==> src/hw/rtl/mrm_pkg.sv <==
// ----------------------------------------------------------------------------
// mrm_pkg
// Shared types, codes and the CRC-16 byte update for the Modbus RTU read master.
// ----------------------------------------------------------------------------
package mrm_pkg;

    // input item kinds (carried on s_axis_tuser)
    localparam logic [1:0] MODE_START = 2'd0;
    localparam logic [1:0] MODE_BYTE  = 2'd1;
    localparam logic [1:0] MODE_TICK  = 2'd2;

    // result item kinds (carried on m_axis_tuser)
    localparam logic KIND_REQ    = 1'b0;
    localparam logic KIND_REPORT = 1'b1;

    // report status codes
    localparam logic [2:0] ST_OK          = 3'd0;
    localparam logic [2:0] ST_TIMEOUT     = 3'd1;
    localparam logic [2:0] ST_BAD_SLAVE   = 3'd2;
    localparam logic [2:0] ST_EXCEPTION   = 3'd3;
    localparam logic [2:0] ST_BAD_FUNC    = 3'd4;
    localparam logic [2:0] ST_BAD_COUNT   = 3'd5;
    localparam logic [2:0] ST_CRC_ERROR   = 3'd6;
    localparam logic [2:0] ST_UNSUPPORTED = 3'd7;

    localparam logic [15:0] CRC_INIT      = 16'hFFFF;
    localparam logic [15:0] CRC_POLY      = 16'hA001;
    localparam logic [7:0]  EXC_FLAG      = 8'h80;
    localparam logic [15:0] TIMEOUT_RESET = 16'd500;

    // supported function codes: 1..4, codes up to 2 read bits
    localparam logic [7:0] FC_MIN      = 8'd1;
    localparam logic [7:0] FC_MAX      = 8'd4;
    localparam logic [7:0] FC_LAST_BIT = 8'd2;

    // reply frame lengths and byte counts
    localparam logic [2:0] LEN_BIT = 3'd6;
    localparam logic [2:0] LEN_REG = 3'd7;
    localparam logic [7:0] CNT_BIT = 8'd1;
    localparam logic [7:0] CNT_REG = 8'd2;

    // quantity field of the request, always one item
    localparam logic [7:0] QTY_HI = 8'h00;
    localparam logic [7:0] QTY_LO = 8'h01;

    localparam int REQ_BYTES   = 8;
    localparam int FRAME_STORE = 6;

    typedef struct packed {
        logic                     req_valid;
        logic [REQ_BYTES*8-1:0]   req_data;   // byte 0 in the lowest bits
        logic                     rpt_valid;
        logic [2:0]               status;
        logic [7:0]               exc_code;
        logic [15:0]              value;
    } emit_load_t;

    function automatic logic [15:0] crc_byte(input logic [15:0] crc, input logic [7:0] b);
        logic [15:0] c;
        c = crc ^ {8'h00, b};
        for (int i = 0; i < 8; i++) begin
            c = c[0] ? ((c >> 1) ^ CRC_POLY) : (c >> 1);
        end
        return c;
    endfunction

endpackage

==> src/hw/rtl/mrm_emit.sv <==
// ----------------------------------------------------------------------------
// mrm_emit
// Result register and serialiser: plays out up to eight request bytes and
// one report, one result per cycle on the master stream while m_axis_tready is high.
// ----------------------------------------------------------------------------
module mrm_emit
    import mrm_pkg::*;
(
    input  logic        aclk,
    input  logic        aresetn,
    input  logic        load,
    input  emit_load_t  load_data,
    output logic        load_free,
    output logic        m_axis_tvalid,
    input  logic        m_axis_tready,
    output logic [39:0] m_axis_tdata,   // tx_byte[7:0], status[10:8], exception_code[18:11],
                                        // read_value[34:19], zero[39:35]
    output logic [0:0]  m_axis_tuser,   // kind
    output logic        m_axis_tlast
);

    logic [3:0]             rem_reg;
    logic                   rpt_pend_reg;
    logic [REQ_BYTES*8-1:0] req_reg;
    logic [2:0]             status_reg;
    logic [7:0]             exc_reg;
    logic [15:0]            value_reg;
    logic                   out_acc;
    logic                   in_req;

    assign in_req        = (rem_reg != 4'd0);
    assign m_axis_tvalid = in_req || rpt_pend_reg;
    assign m_axis_tlast  = in_req ? ((rem_reg == 4'd1) && !rpt_pend_reg) : 1'b1;
    assign m_axis_tuser  = in_req ? KIND_REQ : KIND_REPORT;
    assign m_axis_tdata  = in_req ? {32'd0, req_reg[7:0]}
                                  : {5'd0, value_reg, exc_reg, status_reg, 8'd0};
    assign out_acc   = m_axis_tvalid && m_axis_tready;
    assign load_free = !m_axis_tvalid || (m_axis_tready && m_axis_tlast);

    always_ff @(posedge aclk) begin
        if (!aresetn) begin
            rem_reg      <= 4'd0;
            rpt_pend_reg <= 1'b0;
        end else if (load) begin
            rem_reg      <= load_data.req_valid ? 4'(REQ_BYTES) : 4'd0;
            rpt_pend_reg <= load_data.rpt_valid;
        end else if (out_acc) begin
            if (in_req) begin
                rem_reg <= rem_reg - 4'd1;
            end else begin
                rpt_pend_reg <= 1'b0;
            end
        end
    end

    always_ff @(posedge aclk) begin
        if (load) begin
            req_reg    <= load_data.req_data;
            status_reg <= load_data.status;
            exc_reg    <= load_data.exc_code;
            value_reg  <= load_data.value;
        end else if (out_acc && in_req) begin
            req_reg <= {8'd0, req_reg[REQ_BYTES*8-1:8]};
        end
    end

    a_rem_range: assert property (@(posedge aclk) disable iff (!aresetn)
        rem_reg <= 4'(REQ_BYTES))
        else $error("request byte count out of range");

    a_load_free: assert property (@(posedge aclk) disable iff (!aresetn)
        load |-> load_free)
        else $error("result register loaded while still draining");

    a_load_report: assert property (@(posedge aclk) disable iff (!aresetn)
        load && load_data.rpt_valid |=> rpt_pend_reg)
        else $error("report lost on load");

endmodule

==> src/hw/rtl/modbus_rtu_read_master.sv <==
// ----------------------------------------------------------------------------
// modbus_rtu_read_master
// Modbus RTU master for single-item reads (function codes 1 to 4).
// ----------------------------------------------------------------------------
// Usage:
//   s_axis carries items: tuser selects start request, received line byte or
//   timer tick. A start emits the eight request bytes (CRC low byte first) on
//   m_axis with tuser = 0; a supported code then collects a 6 or 7 byte reply,
//   an unsupported one is followed at once by an unsupported report.
//   Reports (tuser = 1) carry status, exception code and read value, and end
//   a transaction; tlast marks the final result caused by one input item.
//   Bytes and ticks that arrive while no transaction is open are dropped.
//   cfg_we/cfg_wdata set the timeout in ticks; write it only while idle.
// Timing:
//   an accepted item is registered in the input register, handled from there,
//   and its first result is then loaded into the output register.
//   Bytes and ticks are taken one per cycle while no item waits on a busy
//   output register. A start holds the output register while its request
//   bytes and any report play out, and the next item that produces results
//   waits for that; items without results still pass at one per cycle.
//   When m_axis stalls, the output register holds its result; the next item
//   with a result then stays in the input register and s_axis_tready drops.
// Reset: synchronous, active low; idle, timeout 500 ticks, outputs empty.
// ----------------------------------------------------------------------------
module modbus_rtu_read_master
    import mrm_pkg::*;
(
    input  logic        aclk,
    input  logic        aresetn,
    input  logic        cfg_we,
    input  logic [15:0] cfg_wdata,        // timeout_ticks
    input  logic        s_axis_tvalid,
    output logic        s_axis_tready,
    input  logic [39:0] s_axis_tdata,     // slave_id[7:0], func_code[15:8],
                                          // item_address[31:16], rx_byte[39:32]
    input  logic [1:0]  s_axis_tuser,     // mode
    output logic        m_axis_tvalid,
    input  logic        m_axis_tready,
    output logic [39:0] m_axis_tdata,     // tx_byte[7:0], status[10:8],
                                          // exception_code[18:11], read_value[34:19]
    output logic [0:0]  m_axis_tuser,     // kind
    output logic        m_axis_tlast
);

    // input register
    logic        in_vld_reg;
    logic [1:0]  in_mode_reg;
    logic [7:0]  in_slave_reg;
    logic [7:0]  in_fc_reg;
    logic [15:0] in_addr_reg;
    logic [7:0]  in_rx_reg;

    // transaction state
    logic [15:0] timeout_reg;
    logic        busy_reg, busy_next;
    logic [7:0]  saved_slave_reg, saved_slave_next;
    logic [7:0]  saved_func_reg, saved_func_next;
    logic [2:0]  exp_len_reg, exp_len_next;
    logic [2:0]  rcv_cnt_reg, rcv_cnt_next;
    logic [15:0] crc_reg, crc_next;
    logic [15:0] tick_cnt_reg, tick_cnt_next;
    logic [7:0]  frame_reg [FRAME_STORE];

    logic        fc_ok;
    logic [7:0]  req_b [6];
    logic [15:0] req_crc;
    logic [2:0]  cnt_inc;
    logic        byte_done;
    logic [7:0]  crc_lo;
    logic [15:0] got_crc;
    logic [2:0]  rpt_status;
    logic [7:0]  rpt_exc;
    logic [15:0] rpt_value;
    logic [16:0] tick_inc;
    logic        tick_to;
    logic        need_emit;
    logic        proc_fire;
    logic        emit_free;
    logic        emit_ld;
    emit_load_t  emit_data;

    assign s_axis_tready = !in_vld_reg || proc_fire;

    always_ff @(posedge aclk) begin
        if (!aresetn) begin
            in_vld_reg <= 1'b0;
        end else if (s_axis_tready) begin
            in_vld_reg <= s_axis_tvalid;
        end
    end

    always_ff @(posedge aclk) begin
        if (s_axis_tvalid && s_axis_tready) begin
            in_mode_reg  <= s_axis_tuser;
            in_slave_reg <= s_axis_tdata[7:0];
            in_fc_reg    <= s_axis_tdata[15:8];
            in_addr_reg  <= s_axis_tdata[31:16];
            in_rx_reg    <= s_axis_tdata[39:32];
        end
    end

    always_ff @(posedge aclk) begin
        if (!aresetn) begin
            timeout_reg <= TIMEOUT_RESET;
        end else if (cfg_we) begin
            timeout_reg <= cfg_wdata;
        end
    end

    // request frame; only four bytes vary, so the crc flattens to xor trees
    always_comb begin
        fc_ok    = (in_fc_reg >= FC_MIN) && (in_fc_reg <= FC_MAX);
        req_b[0] = in_slave_reg;
        req_b[1] = in_fc_reg;
        req_b[2] = in_addr_reg[15:8];
        req_b[3] = in_addr_reg[7:0];
        req_b[4] = QTY_HI;
        req_b[5] = QTY_LO;
        req_crc  = CRC_INIT;
        for (int i = 0; i < 6; i++) begin
            req_crc = crc_byte(req_crc, req_b[i]);
        end
    end

    // reply frame checks, the final byte comes straight from the input register
    always_comb begin
        cnt_inc   = rcv_cnt_reg + 3'd1;
        byte_done = (cnt_inc == exp_len_reg);
        crc_lo    = (exp_len_reg == LEN_REG) ? frame_reg[5] : frame_reg[4];
        got_crc   = {in_rx_reg, crc_lo};
        rpt_exc   = 8'd0;
        rpt_value = 16'd0;
        if (frame_reg[0] != saved_slave_reg) begin
            rpt_status = ST_BAD_SLAVE;
        end else if (frame_reg[1] == (saved_func_reg | EXC_FLAG)) begin
            rpt_status = ST_EXCEPTION;
            rpt_exc    = frame_reg[2];
        end else if (frame_reg[1] != saved_func_reg) begin
            rpt_status = ST_BAD_FUNC;
        end else if (frame_reg[2] != ((exp_len_reg == LEN_REG) ? CNT_REG : CNT_BIT)) begin
            rpt_status = ST_BAD_COUNT;
        end else if (got_crc != crc_reg) begin
            rpt_status = ST_CRC_ERROR;
        end else begin
            rpt_status = ST_OK;
            rpt_value  = (exp_len_reg == LEN_REG) ? {frame_reg[3], frame_reg[4]}
                                                  : {15'd0, frame_reg[3][0]};
        end
    end

    assign tick_inc = {1'b0, tick_cnt_reg} + 17'd1;
    assign tick_to  = (tick_inc >= {1'b0, timeout_reg});

    always_comb begin
        case (in_mode_reg)
            MODE_START: need_emit = 1'b1;
            MODE_BYTE:  need_emit = busy_reg && byte_done;
            MODE_TICK:  need_emit = busy_reg && tick_to;
            default:    need_emit = 1'b0;
        endcase
    end

    assign proc_fire = in_vld_reg && (!need_emit || emit_free);
    assign emit_ld   = proc_fire && need_emit;

    always_comb begin
        emit_data           = '0;
        emit_data.req_data  = {req_crc[15:8], req_crc[7:0], req_b[5], req_b[4],
                               req_b[3], req_b[2], req_b[1], req_b[0]};
        busy_next           = busy_reg;
        saved_slave_next    = saved_slave_reg;
        saved_func_next     = saved_func_reg;
        exp_len_next        = exp_len_reg;
        rcv_cnt_next        = rcv_cnt_reg;
        crc_next            = crc_reg;
        tick_cnt_next       = tick_cnt_reg;
        case (in_mode_reg)
            MODE_START: begin
                emit_data.req_valid = 1'b1;
                emit_data.rpt_valid = !fc_ok;
                emit_data.status    = ST_UNSUPPORTED;
                saved_slave_next    = in_slave_reg;
                saved_func_next     = in_fc_reg;
                crc_next            = CRC_INIT;
                rcv_cnt_next        = 3'd0;
                tick_cnt_next       = 16'd0;
                busy_next           = fc_ok;
                if (!fc_ok) begin
                    exp_len_next = 3'd0;
                end else begin
                    exp_len_next = (in_fc_reg <= FC_LAST_BIT) ? LEN_BIT : LEN_REG;
                end
            end
            MODE_BYTE: begin
                emit_data.rpt_valid = 1'b1;
                emit_data.status    = rpt_status;
                emit_data.exc_code  = rpt_exc;
                emit_data.value     = rpt_value;
                if (busy_reg) begin
                    if (byte_done) begin
                        crc_next      = CRC_INIT;
                        busy_next     = 1'b0;
                        rcv_cnt_next  = 3'd0;
                        tick_cnt_next = 16'd0;
                    end else begin
                        rcv_cnt_next = cnt_inc;
                        // the two crc bytes of the reply stay out of the sum
                        if (rcv_cnt_reg < (exp_len_reg - 3'd2)) begin
                            crc_next = crc_byte(crc_reg, in_rx_reg);
                        end
                    end
                end
            end
            MODE_TICK: begin
                emit_data.rpt_valid = 1'b1;
                emit_data.status    = ST_TIMEOUT;
                if (busy_reg) begin
                    if (tick_to) begin
                        crc_next      = CRC_INIT;
                        busy_next     = 1'b0;
                        rcv_cnt_next  = 3'd0;
                        tick_cnt_next = 16'd0;
                    end else begin
                        tick_cnt_next = tick_inc[15:0];
                    end
                end
            end
            default: begin
                busy_next = busy_reg;
            end
        endcase
    end

    always_ff @(posedge aclk) begin
        if (!aresetn) begin
            busy_reg        <= 1'b0;
            saved_slave_reg <= 8'd0;
            saved_func_reg  <= 8'd0;
            exp_len_reg     <= 3'd0;
            rcv_cnt_reg     <= 3'd0;
            crc_reg         <= CRC_INIT;
            tick_cnt_reg    <= 16'd0;
        end else if (proc_fire) begin
            busy_reg        <= busy_next;
            saved_slave_reg <= saved_slave_next;
            saved_func_reg  <= saved_func_next;
            exp_len_reg     <= exp_len_next;
            rcv_cnt_reg     <= rcv_cnt_next;
            crc_reg         <= crc_next;
            tick_cnt_reg    <= tick_cnt_next;
        end
    end

    always_ff @(posedge aclk) begin
        if (proc_fire && (in_mode_reg == MODE_BYTE) && busy_reg && !byte_done) begin
            frame_reg[rcv_cnt_reg] <= in_rx_reg;
        end
    end

    mrm_emit u_emit (
        .aclk          (aclk),
        .aresetn       (aresetn),
        .load          (emit_ld),
        .load_data     (emit_data),
        .load_free     (emit_free),
        .m_axis_tvalid (m_axis_tvalid),
        .m_axis_tready (m_axis_tready),
        .m_axis_tdata  (m_axis_tdata),
        .m_axis_tuser  (m_axis_tuser),
        .m_axis_tlast  (m_axis_tlast)
    );

    a_busy_len: assert property (@(posedge aclk) disable iff (!aresetn)
        busy_reg |-> (exp_len_reg == LEN_BIT) || (exp_len_reg == LEN_REG))
        else $error("open transaction without a valid frame length");

    a_busy_cnt: assert property (@(posedge aclk) disable iff (!aresetn)
        busy_reg |-> (rcv_cnt_reg < exp_len_reg))
        else $error("received count ran past the frame length");

    a_idle_clear: assert property (@(posedge aclk) disable iff (!aresetn)
        !busy_reg |-> (rcv_cnt_reg == 3'd0) && (tick_cnt_reg == 16'd0))
        else $error("counters left set while idle");

    a_emit_order: assert property (@(posedge aclk) disable iff (!aresetn)
        emit_ld |-> emit_free)
        else $error("results handed over while output still busy");

endmodule
==> config.mk <==
export PLATFORM = sky130hd
export DESIGN_NAME = modbus_rtu_read_master
export DESIGN_NICKNAME = d
export VERILOG_FILES = /design/src/hw/rtl/mrm_pkg.sv /design/src/hw/rtl/mrm_emit.sv /design/src/hw/rtl/modbus_rtu_read_master.sv
export SDC_FILE = /design/constraint.sdc
export NUM_CORES = 1
export LEC_CHECK = 0
export ABC_CLOCK_PERIOD_IN_PS = 8600
export BUFFER_PORTS_ARGS = -buffer_cell sky130_fd_sc_hd__clkbuf_2
export CAP_MARGIN = 40
export CORE_ASPECT_RATIO = 1.4
export CORE_MARGIN = 3
export CORE_UTILIZATION = 40
export CTS_BUF_LIST = sky130_fd_sc_hd__clkbuf_4 sky130_fd_sc_hd__clkbuf_8
export DETAILED_ROUTE_END_ITERATION = 10
export SLEW_MARGIN = 20
export SYNTH_ARGS = -nofsm -noshare
export SYNTH_HDL_FRONTEND = slang
export SYNTH_SLANG_ARGS = --single-unit
==> constraint.sdc <==
create_clock -name aclk -period 8.6 [get_ports aclk]
set_input_delay 0.43 -clock aclk [delete_from_list [all_inputs] [get_ports aclk]]
set_output_delay 0.43 -clock aclk [all_outputs]
set_load 0.01 [all_outputs]
Yosys cells after proc, flatten, opt, wreduce, memory -nomap -nowiden
Memories as Yosys holds them, arrays and structs flattened.
Index checks and enable logic that the tools add are counted.
- memories kept: 1
- bits in writable memories: 48
- output and inout bits: 44
- logic and storage cells: 255
- input bits: 63
- register bits after elaboration: 210
- $lt $le $gt $ge: 5
- reduce and logical (&&, ||, !) cells: 39
- $add $sub $neg: 4
- mux-type cells: 104
- bitwise gates (word level): 64
- equality and inequality tests: 16
- memories (name ; depth ; width ; rd ports ; clocked after memory_dff ; write ports ; line ; RTL):
    frame_reg ; 6 ; 8 ; 6 ; 0 ; 1 ; modbus_rtu_read_master.sv:62 ; logic [7:0] frame_reg [FRAME_STORE];
- operators by type and width (kind ; number):
    2-to-1 mux 16 bit ; 65
    NOT 2 -> 3 bit ; 56
    2-to-1 mux 64 bit ; 2
    one-hot mux 16 bit (3 select lines) ; 2
    XOR 16 x 8 -> 16 bit ; 4
    2-to-1 mux 35 bit ; 1
    2-to-1 mux 3 bit ; 10
    adder 16 x 1 -> 17 bit, second input constant ; 1
    greater-or-equal comparator 17 x 16 -> 1 bit ; 1
    2-to-1 mux 4 bit ; 4
    != test 16 bit ; 1
    != test 8 bit ; 2
    NOT 8 -> 16 bit ; 1
    2-to-1 mux 1 bit ; 14
    logical AND 1 bit ; 13
    one-hot mux 4 bit (3 select lines) ; 1
    != test 2 bit, second input constant ; 5
    AND reduction 5 bit ; 2
    one-hot mux 3 bit (3 select lines) ; 1
    equality test 8 bit ; 1
    greater-or-equal comparator 8 x 1 -> 1 bit, second input constant ; 1
    <= comparator 8 x 2 -> 1 bit, second input constant ; 1
    <= comparator 8 x 3 -> 1 bit, second input constant ; 1
    2-to-1 mux 8 bit ; 1
    25 further kinds ; 41

Logic depth before layout (Yosys ltp)
Gate-level depths: netlist (run 1).
- depth after elaboration: 101
- mapped depth: 17
- depth with buffers taken out: 17

By module
From an unflattened synthesis (run 1), not the netlist that was laid out.
- cell total of the unflattened synthesis: 1013
- area total of the unflattened synthesis: 12221.7 um^2
- by module, submodules not included (module ; times used ; area an instance (um^2) ; seq. area each (um^2) ; cells each):
    modbus_rtu_read_master ; 1 ; 8186.6 ; 4124.0 ; 767
    mrm_emit ; 1 ; 4035.1 ; 2832.7 ; 246

Worst setup path before layout (run 1)
No wires, ideal clock.
- path type: register to register
- start: register tick_cnt_reg[0]
- end: register in_addr_reg[0] (enable)
- required time: 8.154 ns
- slack: 2.959 ns
- library setup time: 0.446 ns
- arrival: 5.194 ns
- cell stages (with the launch flop): 16
- path buffers: 0
- period minus slack after synthesis: 5.641 ns
- cells stage by stage: dfxtp_1 > ha_1 > nand3_1 > nor4_1 > and3_1 > and3_1 > nand3_1 > xnor2_1 > ha_1 > a211o_1 > a31oi_1 > a31o_2 > a21boi_1 > o21ai_1 > nor2_1 > nor2b_1
- cells in the longest elaborated chain, start to end: 9
- ends and longest elaborated chain (what ; line ; RTL):
    from (decl) ; modbus_rtu_read_master.sv:61 ; logic [15:0] tick_cnt_reg, tick_cnt_next;
    from (signal assigned) ; modbus_rtu_read_master.sv:250 ; tick_cnt_reg <= tick_cnt_next;
    adder 16 x 1 -> 17 bit ; modbus_rtu_read_master.sv:151 ; assign tick_inc = {1'b0, tick_cnt_reg} + 17'd1;
    greater-or-equal comparator 17 x 16 -> 1 bit ; modbus_rtu_read_master.sv:152 ; assign tick_to = (tick_inc >= {1'b0, timeout_reg});
    logical AND 1 bit ; modbus_rtu_read_master.sv:158 ; MODE_TICK: need_emit = busy_reg && tick_to;
    one-hot mux 1 bit (3 select lines) ; modbus_rtu_read_master.sv:155 ; case (in_mode_reg)
    logical NOT 1 bit ; modbus_rtu_read_master.sv:163 ; assign proc_fire = in_vld_reg && (!need_emit || emit_free);
    logical OR 1 bit ; modbus_rtu_read_master.sv:163 ;
    logical AND 1 bit ; modbus_rtu_read_master.sv:163 ;
    logical OR 1 bit ; modbus_rtu_read_master.sv:82 ; assign s_axis_tready = !in_vld_reg || proc_fire;
    logical AND 1 bit ; modbus_rtu_read_master.sv:93 ; if (s_axis_tvalid && s_axis_tready) begin
    to (signal assigned) ; modbus_rtu_read_master.sv:97 ; in_addr_reg <= s_axis_tdata[31:16];
    to (decl) ; modbus_rtu_read_master.sv:50 ; logic [15:0] in_addr_reg;
Every way passes these cells.
A chain may end at the register's enable or synchronous reset.

Worst setup path in the final report (run 1)
- start: register tick_cnt_reg[0]
- end: register u_emit.req_reg[2], data pin
- cells in the longest elaborated chain, start to end: 9
- ends and longest elaborated chain (what ; line ; RTL):
    adder 16 x 1 -> 17 bit * ; modbus_rtu_read_master.sv:151 ;
    greater-or-equal comparator 17 x 16 -> 1 bit * ; modbus_rtu_read_master.sv:152 ;
    logical AND 1 bit * ; modbus_rtu_read_master.sv:158 ;
    one-hot mux 1 bit (3 select lines) * ; modbus_rtu_read_master.sv:155 ;
    logical NOT 1 bit ; modbus_rtu_read_master.sv:163 ;
    logical OR 1 bit ; modbus_rtu_read_master.sv:163 ;
    logical AND 1 bit ; modbus_rtu_read_master.sv:163 ;
    logical AND 1 bit * ; modbus_rtu_read_master.sv:164 ; assign emit_ld = proc_fire && need_emit;
    2-to-1 mux 64 bit * ; mrm_emit.sv:57 ; if (load) begin
    to (signal assigned) ; mrm_emit.sv:58 ; req_reg <= load_data.req_data;
    to (signal assigned) ; mrm_emit.sv:63 ; req_reg <= {8'd0, req_reg[REQ_BYTES*8-1:8]};
    to (decl) ; mrm_emit.sv:24 ; logic [REQ_BYTES*8-1:0] req_reg;
Every way passes the cells marked *; elsewhere a longest branch is shown, timed or not.

==> results of run 1 <==
worst register-to-register path: stages (launching register included):
cell	delay, ps
dfxtp_1	420
ha_1	280
nand3_1	200
nor4_1	560
and3_1	320
and3_1	260
nand3_1	110
xnor2_1	200
ha_1	290
a211o_1	260
a31oi_1	190
a31oi_1	150
buf_4	200
o21ai_4	140
buf_4	530
inv_2	500
buf_4	410
nand2_1	140
nand2_1	50
layout by cell type, fill, tap and decap left out, types with 9 or more instances in the layout:
| cell | count |
|---|---|
| nor2_1 | 54 |
| inv_1 | 36 |
| nand3b_1 | 9 |
| clkbuf_8 | 50 |
| nand2_1 | 142 |
| nor3_1 | 10 |
| dfxtp_1 | 92 |
| clkbuf_4 | 16 |
| edfxtp_1 | 165 |
| mux2i_1 | 33 |
| and3_1 | 10 |
| xor2_1 | 42 |
| xnor2_1 | 96 |
| o21ai_1 | 48 |
| o211ai_1 | 9 |
| nor2b_1 | 42 |
| buf_4 | 14 |
| dlygate4sd3_1 | 14 |
| a21boi_1 | 18 |
| ha_1 | 34 |
| clkbuf_2 | 101 |
| and2_1 | 54 |
| a21oi_1 | 40 |
| nand3_1 | 66 |
how the worst min path moves through the flow:
stage                                    startpoint                         endpoint  cells after the start
finish                              s_axis_tdata[5]        in_slave_reg[5]$_DFFE_PP_                      1
global route                        s_axis_tdata[2]        in_slave_reg[2]$_DFFE_PP_                      1
CTS                                s_axis_tdata[32]           in_rx_reg[0]$_DFFE_PP_                      1
detailed placement  u_emit.req_reg[42]$_SDFFE_PP0P_  u_emit.req_reg[34]$_SDFFE_PP0P_                      2
global placement    u_emit.req_reg[43]$_SDFFE_PP0P_  u_emit.req_reg[35]$_SDFFE_PP0P_                      2
floorplan           u_emit.req_reg[40]$_SDFFE_PP1P_  u_emit.req_reg[32]$_SDFFE_PP0P_                      2
routing by layer:
layer  vias to the layer above  global-route usage [%]  share of wire, %
met4                         0                    7.04               3.4
met2                       219                    29.5                50
met1                      3933                    21.6                42
met5                         -                       0                 0
li1                       4136                       -                 -
met3                        58                    2.95               4.9
through the flow:
step | hold slack (ps) | power, W | area, um^2 | setup WS (ps)
floorplan | 432 | 0.00219 | 12200 | 2960
global placement | 437 | 0.00242 | 13000 | 3060
global route | 15.7 | 0.00375 | 14100 | 2670
finish | 50.1 | 0.00354 | 14100 | 3160
detailed placement | 446 | 0.00244 | 13100 | 3170
CTS | 8.10 | 0.00359 | 14100 | 3160
layout make-up:
class | instances | area, um^2 | share of cell area, %
clock inverter | 14 | 104 | 0.735
multi-input combinational | 781 | 5030 | 35.6
inverter | 38 | 143 | 1.01
clock buffer | 66 | 808 | 5.72
sequential | 257 | 6800 | 48.1
timing repair buffer | 132 | 781 | 5.52
tap | 380 | 475 | 3.36
report_power, final:
group / switching (W) / internal, W
sequential: 0.0000903 / 0.00153
clock: 0.000494 / 0.000636
combinational: 0.000462 / 0.000326
total: 0.00105 / 0.00249
kinds of logic (layout without fill, tap and decap cells):
kind of cell	after synthesis	after routing	share of synthesized area, %
other cells	1	5	0.0308
fa+ha+maj	34	34	3.50
xor+xnor	138	138	9.94
flops	257	257	55.9
buf+inv	92	250	3.15
simple gates	429	429	17.8
mux	33	33	2.72
compound gates	142	142	6.93
==> results.md, run 1 <==
- Status: finished clean
- Critical Path Start: tick_cnt_reg[0]$_SDFFE_PN0P_
- Register bit total from synthesis: 257
- Crit-path cells: ha_1 > nand3_1 > nor4_1 > and3_1 > and3_1 > nand3_1 > xnor2_1 > ha_1 > a211o_1 > a31oi_1 > a31oi_1 > buf_4 > o21ai_4 > buf_4 > inv_2 > buf_4 > nand2_1 > nand2_1
- Post-CTS sizing: 0
- Ports: 107
- Sequential element share of the synthesized area: 55.9%
- Rows: 74
- Deepest level of the CTS H-tree: 2
- CTS root buffer: clkbuf_8
- Non-filler cells, final: 1668
- Relative slew slack: 49.7%
- N_diodes: 0
- Distinct cells, synth: 57
- Post-DP HPWL: 19600 um
- HP Class: in2reg
- Ratio of cells with drive above 1 in the final layout: 16.5%
- CTS tree: built
- Final WL: 28100 um
- CTS Buffer Depth: 3
- Overall Global Routing Usage: 17.2%
- Worst R2R End: u_emit.req_reg[2]$_DFFE_PP_
- Post-DRT Antenna Nets: 0
- Most used DFF post-synth: edfxtp_1
- Post-synth top cells: edfxtp_1, nand2_1, xnor2_1, dfxtp_1, nand3_1
- Clk_lat worst skew: 580 ps
- Post-synth EDFFs: 165
- Largest register FFs: 64
- Clock Sinks: 257
- RSZ-0062 raised after global routing: false
- Die Footprint: 0.0325 mm^2
- Critical Path Start Type: flop
- Max frequency: 0.184 GHz
- Initial antenna violation count: 0
- Setup TNS: 0 ps
- Starting Density: 41.2%
- Number of global-route vias before repair: 8329
- R2r setup slk: 3160 ps
- Power per cell area: 250 mW/mm^2
- Worst-Margin Slew: 754 ps
- Initial DRC count: 601
- Global-route wire length before repair: 44700 um
- Leak Pwr: 5.65 nW
- R2R cell count: 18
- Clock slew at reported path FFs: 60 ps
- Pin count of the biggest net entering global routing: 73
- Die X: 153 um
- Critical path type: reg2reg
- Worst path max stage delay: 560 ps
- Min cycle time layout: 5440 ps
- CP Data Required Time: 8900 ps
- Syn avg cell area: 10.8 um^2
- DR WL/cell: 16.9 um
- Fin. max-slew vios: 0
- WP depth: 18
- Top post-synthesis cells by area: edfxtp_1, dfxtp_1, xnor2_1, nand2_1, ha_1
- Buf/Inv on CP: 4
- IO buf count: 101
- Filler Cell Count: 2749
- Nets: 1350
- Dpl cells: 1574
- Grt ovf: 0
- Nature of the critical path endpoint: flop
- Most frequent cell after synthesis: edfxtp_1
- Max VDD drop: 121 uV
- WP data arrival: 5740 ps
- Vias post-DR: 8346
- Area leader, netlist: edfxtp_1
- CTS buffer count: 43
- Pre-antenna DRT Iters: 5
- Post-Syn Area: 0.0122 mm^2
- Max-Cap Viols: 0
- Vias per Instance: 5.00
- Kind of cell adding the most delay to the critical path: simple AND/OR/NAND/NOR gates
- Critical R2R Launch: tick_cnt_reg[0]$_SDFFE_PN0P_
- Yosys warns: 0
- Area Overhead vs Synth: 16.3%
- Post-CTS setup buffers: 0
- Core Util, Final: 47.9%
- Most frequent CP cell: buf_4
- Worst path slowest cell: nor4_1
- Worst setup endpoint: u_emit.req_reg[2]$_DFFE_PP_
- Final hold vios: 0
- Worst-path maximum fanout: 65
- GPL Wtd Cong: 0.854
- Setup Skew: 47.4 ps
- Cts hold-fix bufs: 14
- FFs w/ async S/R, synth: 0%
- Core ar.: 0.0295 mm^2
- Die H: 212 um
- Fin crit share: 63.3%
- Post-synth top area share: 40.8%
- # setup viols final: 0
- # DRC: 0
- Post-synthesis cell count: 1126
Power figures use the tool's default switching activity.
==> run 2: changes to the inputs <==
--- a/config.mk
+++ b/config.mk
@@ -5,7 +5,7 @@
 export SDC_FILE = /design/constraint.sdc
 export NUM_CORES = 1
 export LEC_CHECK = 0
-export ABC_CLOCK_PERIOD_IN_PS = 8600
+export ABC_CLOCK_PERIOD_IN_PS = 4600
 export BUFFER_PORTS_ARGS = -buffer_cell sky130_fd_sc_hd__clkbuf_2
 export CAP_MARGIN = 40
 export CORE_ASPECT_RATIO = 1.4
==> constraint.sdc (replaced) <==
create_clock -name aclk -period 4.6 [get_ports aclk]
set_input_delay 0.23 -clock aclk [delete_from_list [all_inputs] [get_ports aclk]]
set_output_delay 0.23 -clock aclk [all_outputs]
set_load 0.01 [all_outputs]
==> run 2 against run 1 <==
- via count grew 2.9%
- hold slack gained 15 ps
- cell count grew 3.4%
- critical path depth is the same
- count of clock-buffer cells in the layout shrank 9
- design area grew 3.7%
- flip-flop and latch count is the same
- clock skew shrank 13 ps
- sequential power grew 86%
- global-route usage grew 0.41 points
- highest routed layer unchanged
==> results.md, run 2 (synthesis gave the netlist of run 1 again) <==
- Status: finished clean
- Reg area: 0.00680 mm^2 (unchanged)
- CTS buffer count: 40 (-7.0%)
- Max frequency: 0.231 GHz
- Comb pwr share: 23.6% (+1.3 points)
- Post-DP HPWL: 19700 um (+0.38%)
- Rows: 74 (unchanged)
- R2r setup slk: 370 ps (-2790 ps)
- Critical R2R Launch: tick_cnt_reg[1]$_SDFFE_PN0P_
- DR WL/cell: 16.5 um (-2.2%)
- Ports: 107 (unchanged)
- Reg power frac: 46.5% (+0.7 points)
- Pin count of the biggest net entering global routing: 49 (-33%)
- Final hold vios: 0 (unchanged)
- # setup viols final: 0 (unchanged)
- Core ar.: 0.0295 mm^2 (unchanged)
- Largest register FFs: 64 (unchanged)
- Post-DRT Antenna Nets: 0 (unchanged)
- Ratio of cells with drive above 1 in the final layout: 16.6% (+0.13 points)
- GPL Wtd Cong: 0.868 (+1.6%)
- Global-route wire length before repair: 45700 um (+2.4%)
- RSZ-0062 raised after global routing: false
- Area Overhead vs Synth: 20.6%
- Clock slew at reported path FFs: 60 ps (about the same)
- Initial DRC count: 553 (-8.0%)
- CP Data Required Time: 4370 ps (-4530 ps)
- Vias per Instance: 4.98 (-0.48%)
- Die H: 212 um (unchanged)
- R2R cell count: 14 (-4)
- Number of global-route vias before repair: 8501 (+2.1%)
- CTS Buffer Depth: 3 (unchanged)
- Leading cell types in the layout, fill and taps excluded: edfxtp_1, nand2_1, clkbuf_2
- Nets: 1410 (+4.4%)
- Final WL: 28400 um (+1.2%)
- Fin crit share: 94.0%
- Clk network pwr share: 29.8% (-2.1 points)
- Deepest level of the CTS H-tree: 2 (unchanged)
- Hold Startpoint: aresetn
- Max-Cap Viols: 0 (unchanged)
- CTS tree: built
- Max VDD drop: 216 uV (+78%)
- HP Class: in2reg
- Hold EP: timeout_reg[5]$_SDFFE_PN1P_
- Critical path type: reg2out
- Setup Skew: 34.2 ps (-13.2 ps)
- Leak Pwr: 5.88 nW (+4.1%)
- Sw Share: 29.9% (+0.29 points)
- Pre-antenna DRT Iters: 5 (unchanged)
- Min cycle time layout: 4320 ps
- Fin. max-slew vios: 0 (unchanged)
- Worst Setup Slack, final: 276 ps (-2880 ps)
- Commonest non-fill, non-tap cell in the layout: edfxtp_1
- Final instance area: 0.0147 mm^2 (+3.7%)
- Filler Cell Count: 2708 (-1.5%)
- Die X: 153 um (unchanged)
- Clock Sinks: 257 (unchanged)
- Nature of the critical path endpoint: output pin
- Setup TNS: 0 ps (unchanged)
- Grt ovf: 0 (unchanged)
- Clk_lat worst skew: 570 ps (about the same)
- Cell-internal power: 0.00456 W (+83%)
- Initial antenna violation count: 1 (+1)
- Worst hold path depth: 2 (+1)
- Pre-CTS setup slack: 199 ps (-2970 ps)
- Power per cell area: 444 mW/mm^2 (+77%)
- CTS root buffer: clkbuf_8
- Critical Path Start Type: flop
- DP Area: 0.0132 mm^2 (+1.2%)
- Worst-Margin Slew: 791 ps (+37.1 ps)
- Core Util, Final: 49.6% (+1.8 points)
- Multi-input combinational cell area: 0.00504 mm^2 (+0.32%)
- Vias post-DR: 8590 (+2.9%)
- # DRC: 0 (unchanged)
- WP data arrival: 4090 ps (-1650 ps)
- Overall Global Routing Usage: 17.6% (+0.41 points)
- Relative slew slack: 47.2% (-2.5 points)
- IO buf count: 101 (unchanged)
- Worst-path maximum fanout: 4 (-94%)
- Starting Density: 41.2% (unchanged)
- Sw Pwr: 0.00194 W (+86%)
- Die Footprint: 0.0325 mm^2 (unchanged)
- Worst R2R End: u_emit.value_reg[1]$_SDFFCE_PP0P_
-- run 2: repair_timing --
action / 4_1_cts / 5_1_grt
buffers inserted: 0 / 0
hold endpoints to repair: 59 / 0
resized for setup: 0 / 4
endpoints found under the setup margin: 0 / 29
hold buffers: 59 / 0
-- run 2: power by group through the flow --
stage               Combinational, W  Sequential [W]  Clock (W)
floorplan                    0.00109         0.00300          0
detailed placement           0.00151         0.00307          0
CTS                          0.00156         0.00302    0.00201
finish                       0.00154         0.00302    0.00194
global route                 0.00172         0.00306    0.00211
global placement             0.00148         0.00306          0
-- run 2: worst max path at each step --
stage                                             from                                end  slack [ps]  cells past startpoint
final                     tick_cnt_reg[1]$_SDFFE_PN0P_                      s_axis_tready         280                     18
after global routing      tick_cnt_reg[1]$_SDFFE_PN0P_                      s_axis_tready          30                     18
after CTS                 tick_cnt_reg[1]$_SDFFE_PN0P_                      s_axis_tready          80                     18
after detailed placement  tick_cnt_reg[1]$_SDFFE_PN0P_  u_emit.value_reg[3]$_SDFFCE_PP0P_         200                     15
after global placement    tick_cnt_reg[1]$_SDFFE_PN0P_          frame_reg[4][3]$_DFFE_PP_         230                     15
after floorplan           tick_cnt_reg[0]$_SDFFE_PN0P_          frame_reg[0][0]$_DFFE_PP_        -110                     15
-- run 2: metal layers --
layer / wire, um / vias up / GRT usage, %
li1: - / 4262 / -
met1: 11600 / 4039 / 21.7
met2: 14500 / 233 / 31.5
met3: 1460 / 56 / 2.83
met4: 818 / 0 / 5.97
met5: 0 / - / 0
-- run 2: per-stage QoR --
step | cells | total power [W] | hold WS (ps)
5_1_grt | 1725 | 0.00689 | 72.5
4_1_cts | 1724 | 0.00659 | 35.5
3_3_place_gp | 1587 | 0.00454 | 407
6_report | 1725 | 0.00650 | 65.6
2_1_floorplan | 1130 | 0.00409 | 329
3_5_place_dp | 1592 | 0.00458 | 410
-- run 2: area by class of cell --
| type | count | share of cell area (%) |
|---|---|---|
| Antenna cell | 1 | 0.0171 |
| Sequential cell | 257 | 46.4 |
| Multi-Input combinational cell | 781 | 34.4 |
| Clock inverter | 16 | 0.734 |
| Tap cell | 380 | 3.24 |
| Clock buffer | 57 | 4.80 |
| Inverter | 38 | 0.982 |
| Timing Repair Buffer | 195 | 9.46 |
-- run 2: worst max-delay path, stage by stage, from the launching register on --
cell	delay [ps]
dfxtp_1	380
ha_1	190
nand3_1	130
nor4_2	280
and3_1	230
and3_1	180
nand3_1	90
xnor2_1	160
ha_1	320
nand2_1	60
nor3_1	280
o211ai_1	170
a31o_2	240
a21boi_1	120
o21ai_1	100
buf_4	200
nor2_2	190
inv_1	80
clkbuf_2	130
==> run 3: changes to the inputs <==
--- a/config.mk
+++ b/config.mk
@@ -13,6 +13,7 @@
 export CORE_UTILIZATION = 40
 export CTS_BUF_LIST = sky130_fd_sc_hd__clkbuf_4 sky130_fd_sc_hd__clkbuf_8
 export DETAILED_ROUTE_END_ITERATION = 10
+export RECOVER_POWER = 50
 export SLEW_MARGIN = 20
 export SYNTH_ARGS = -nofsm -noshare
 export SYNTH_HDL_FRONTEND = slang
==> run 3 against run 2 <==
- worst setup slack worse by 2.6 ps
- sequential power about the same
- hold slack about the same
- utilization down 0.21 points
- flip-flop and latch count unchanged
- cell count unchanged
- first-iteration DRC count down 5.8%
- via count down 0.56%
- highest routed layer unchanged
- critical endpoint unchanged
- die area unchanged
- largest cell class unchanged
- non-clock buffer count unchanged
- sequential share of layout area up 0.20 points
- register-to-register slack about the same
==> results.md, run 3 (synthesis gave the netlist of run 1 again) <==
- Status: finished clean
- Leading cell types in the layout, fill and taps excluded: edfxtp_1, nand2_1, xnor2_1
- Die Footprint: 0.0325 mm^2 (unchanged)
- Rows: 74 (unchanged)
- GPL Wtd Cong: 0.868 (unchanged)
- DR WL/cell: 16.5 um (+0.29%)
- Starting Density: 41.2% (unchanged)
- Nets: 1410 (unchanged)
- Reg area: 0.00680 mm^2 (unchanged)
- Min Hold Slack: 65.9 ps (+0.364 ps)
- Clk_lat worst skew: 570 ps (about the same)
- Initial antenna violation count: 1 (unchanged)
- WP data arrival: 4100 ps (about the same)
- Core ar.: 0.0295 mm^2 (unchanged)
- Worst Setup Slack, final: 273 ps (-2.64 ps)
- Critical Path Start: tick_cnt_reg[1]$_SDFFE_PN0P_
- Clock Sinks: 257 (unchanged)
- Deepest level of the CTS H-tree: 2 (unchanged)
- Fin crit share: 94.1% (about the same)
- Commonest non-fill, non-tap cell in the layout: edfxtp_1
- Critical path type: reg2out
- CTS buffer count: 40 (unchanged)
- Worst R2R End: u_emit.value_reg[1]$_SDFFCE_PP0P_
- Clock slew at reported path FFs: 60 ps (about the same)
- Buf/Inv on CP: 3 (unchanged)
- # setup viols final: 0 (unchanged)
- Final WL: 28500 um (+0.29%)
- CTS Buffer Depth: 3 (unchanged)
- Vias post-DR: 8542 (-0.56%)
- Die X: 153 um (unchanged)
- Worst path slowest cell: dfxtp_1
- Critical R2R Launch: tick_cnt_reg[1]$_SDFFE_PN0P_
- Final hold vios: 0 (unchanged)
- Post-DRT Antenna Nets: 0 (unchanged)
- Post-CTS setup buffers: 0 (unchanged)
- R2R cell count: 14 (unchanged)
- Worst setup endpoint: s_axis_tready
- Pre-antenna DRT Iters: 5 (unchanged)
- Grt ovf: 0 (unchanged)
- Filler Cell Count: 2724 (+0.59%)
- Post-DP HPWL: 19700 um (unchanged)
- Global-route wire length before repair: 45700 um (unchanged)
- Power per cell area: 444 mW/mm^2 (about the same)
- Max-Cap Viols: 0 (unchanged)
- Overall Global Routing Usage: 17.6% (unchanged)
- HP Class: in2reg
- Vias per Instance: 4.95 (-0.56%)
- # DRC: 0 (unchanged)
- Worst-path maximum fanout: 4 (unchanged)
- RSZ-0062 raised after global routing: false
- IO buf count: 101 (unchanged)
- CTS tree: built
- Ratio of cells with drive above 1 in the final layout: 14.6% (-2.0 points)
- CP Data Required Time: 4370 ps (about the same)
- Kind of cell adding the most delay to the critical path: simple AND/OR/NAND/NOR gates
- Largest register FFs: 64 (unchanged)
- Worst-Margin Slew: 1360 ps (+567 ps)
- Initial DRC count: 521 (-5.8%)
- Multi-input combinational cell area: 0.00502 mm^2 (-0.40%)
- Pin count of the biggest net entering global routing: 49 (unchanged)
- Number of global-route vias before repair: 8501 (unchanged)
- Setup Skew: 34.5 ps (+0.235 ps)
- Relative slew slack: 9.44% (-38 points)
- Max VDD drop: 216 uV (-0.13%)
- Min cycle time layout: 4330 ps (+2.64 ps)
- Area Overhead vs Synth: 20.1%
- Max frequency: 0.231 GHz (about the same)
- Ports: 107 (unchanged)
- R2r setup slk: 370 ps (about the same)
- Leak Pwr: 5.73 nW (-2.4%)
- WP depth: 18 (unchanged)
- Pre-CTS setup slack: 199 ps (unchanged)
- Worst path max stage delay: 380 ps (about the same)
- Fin. max-slew vios: 0 (unchanged)
- Nature of the critical path endpoint: output pin
- CTS root buffer: clkbuf_8
- Die H: 212 um (unchanged)
- Crit-path cells: ha_1 > nand3_1 > nor4_2 > and3_1 > and3_1 > nand3_1 > xnor2_1 > ha_1 > nand2_1 > nor3_1 > o211ai_1 > a31o_2 > a21boi_1 > o21ai_1 > buf_4 > nor2_2 > inv_1 > clkbuf_2
- Critical Path Start Type: flop
run 3: how the worst min path moves through the flow:
| stage | start | cells after the start | slack (ps) | to |
|---|---|---|---|---|
| floorplan | s_axis_tdata[16] | 0 | 330 | in_addr_reg[0]$_DFFE_PP_ |
| global placement | s_axis_tdata[33] | 1 | 410 | in_rx_reg[1]$_DFFE_PP_ |
| detailed placement | s_axis_tdata[33] | 1 | 410 | in_rx_reg[1]$_DFFE_PP_ |
| CTS | aresetn | 2 | 40 | timeout_reg[5]$_SDFFE_PN1P_ |
| global route | aresetn | 2 | 70 | timeout_reg[5]$_SDFFE_PN1P_ |
| finish | aresetn | 2 | 70 | timeout_reg[5]$_SDFFE_PN1P_ |
run 3: repair_timing:
item	in CTS	in global routing
gates resized for setup	0	4
endpoints found under the hold margin	59	0
endpoints found under the setup margin	0	29
hold buffers	59	0
run 3: area by class of cell:
type | instances | area share, %
tap | 380 | 3.26
clock buffer | 57 | 4.82
timing repair buffer | 195 | 9.21
inverter | 38 | 0.986
multi-input combinational | 781 | 34.4
antenna | 1 | 0.0171
sequential | 257 | 46.6
clock inverter | 16 | 0.737
run 3: stage by stage:
stage | util [%] | setup TNS (ps) | area, um^2 | total power [W] | instances
2_1_floorplan | - | -3400 | 12200 | 0.00409 | 1130
3_3_place_gp | 44.6 | 0 | 13200 | 0.00454 | 1587
3_5_place_dp | 44.8 | 0 | 13200 | 0.00458 | 1592
4_1_cts | 49.6 | 0 | 14600 | 0.00659 | 1724
5_1_grt | 49.4 | 0 | 14600 | 0.00686 | 1725
6_report | 49.4 | 0 | 14600 | 0.00648 | 1725
run 3: power by group:
group,leakage (nW),switching (W),internal [W],total (W)
sequential,2.33,0.000163,0.00286,0.00302
clock,0.434,0.000891,0.00105,0.00194
combinational,2.97,0.000892,0.000620,0.00151
run 3: worst register-to-register path: stages, from the launching register on:
cell and delay, ps:
dfxtp_1 380, ha_1 190, nand3_1 130, nor4_2 280, and3_1 230, and3_1 190
nand3_1 90, xnor2_1 210, ha_1 290, a211o_1 260, a31oi_1 240, a31oi_1 200
o21ai_4 210, clkinv_2 540, buf_4 490
run 3: routing by layer:
layer	vias up	share of wire [%]	global-route usage [%]
li1	4258	-	-
met1	4031	42	21.7
met2	197	51	31.5
met3	56	4.5	2.83
met4	0	2.9	5.97
met5	-	0	0
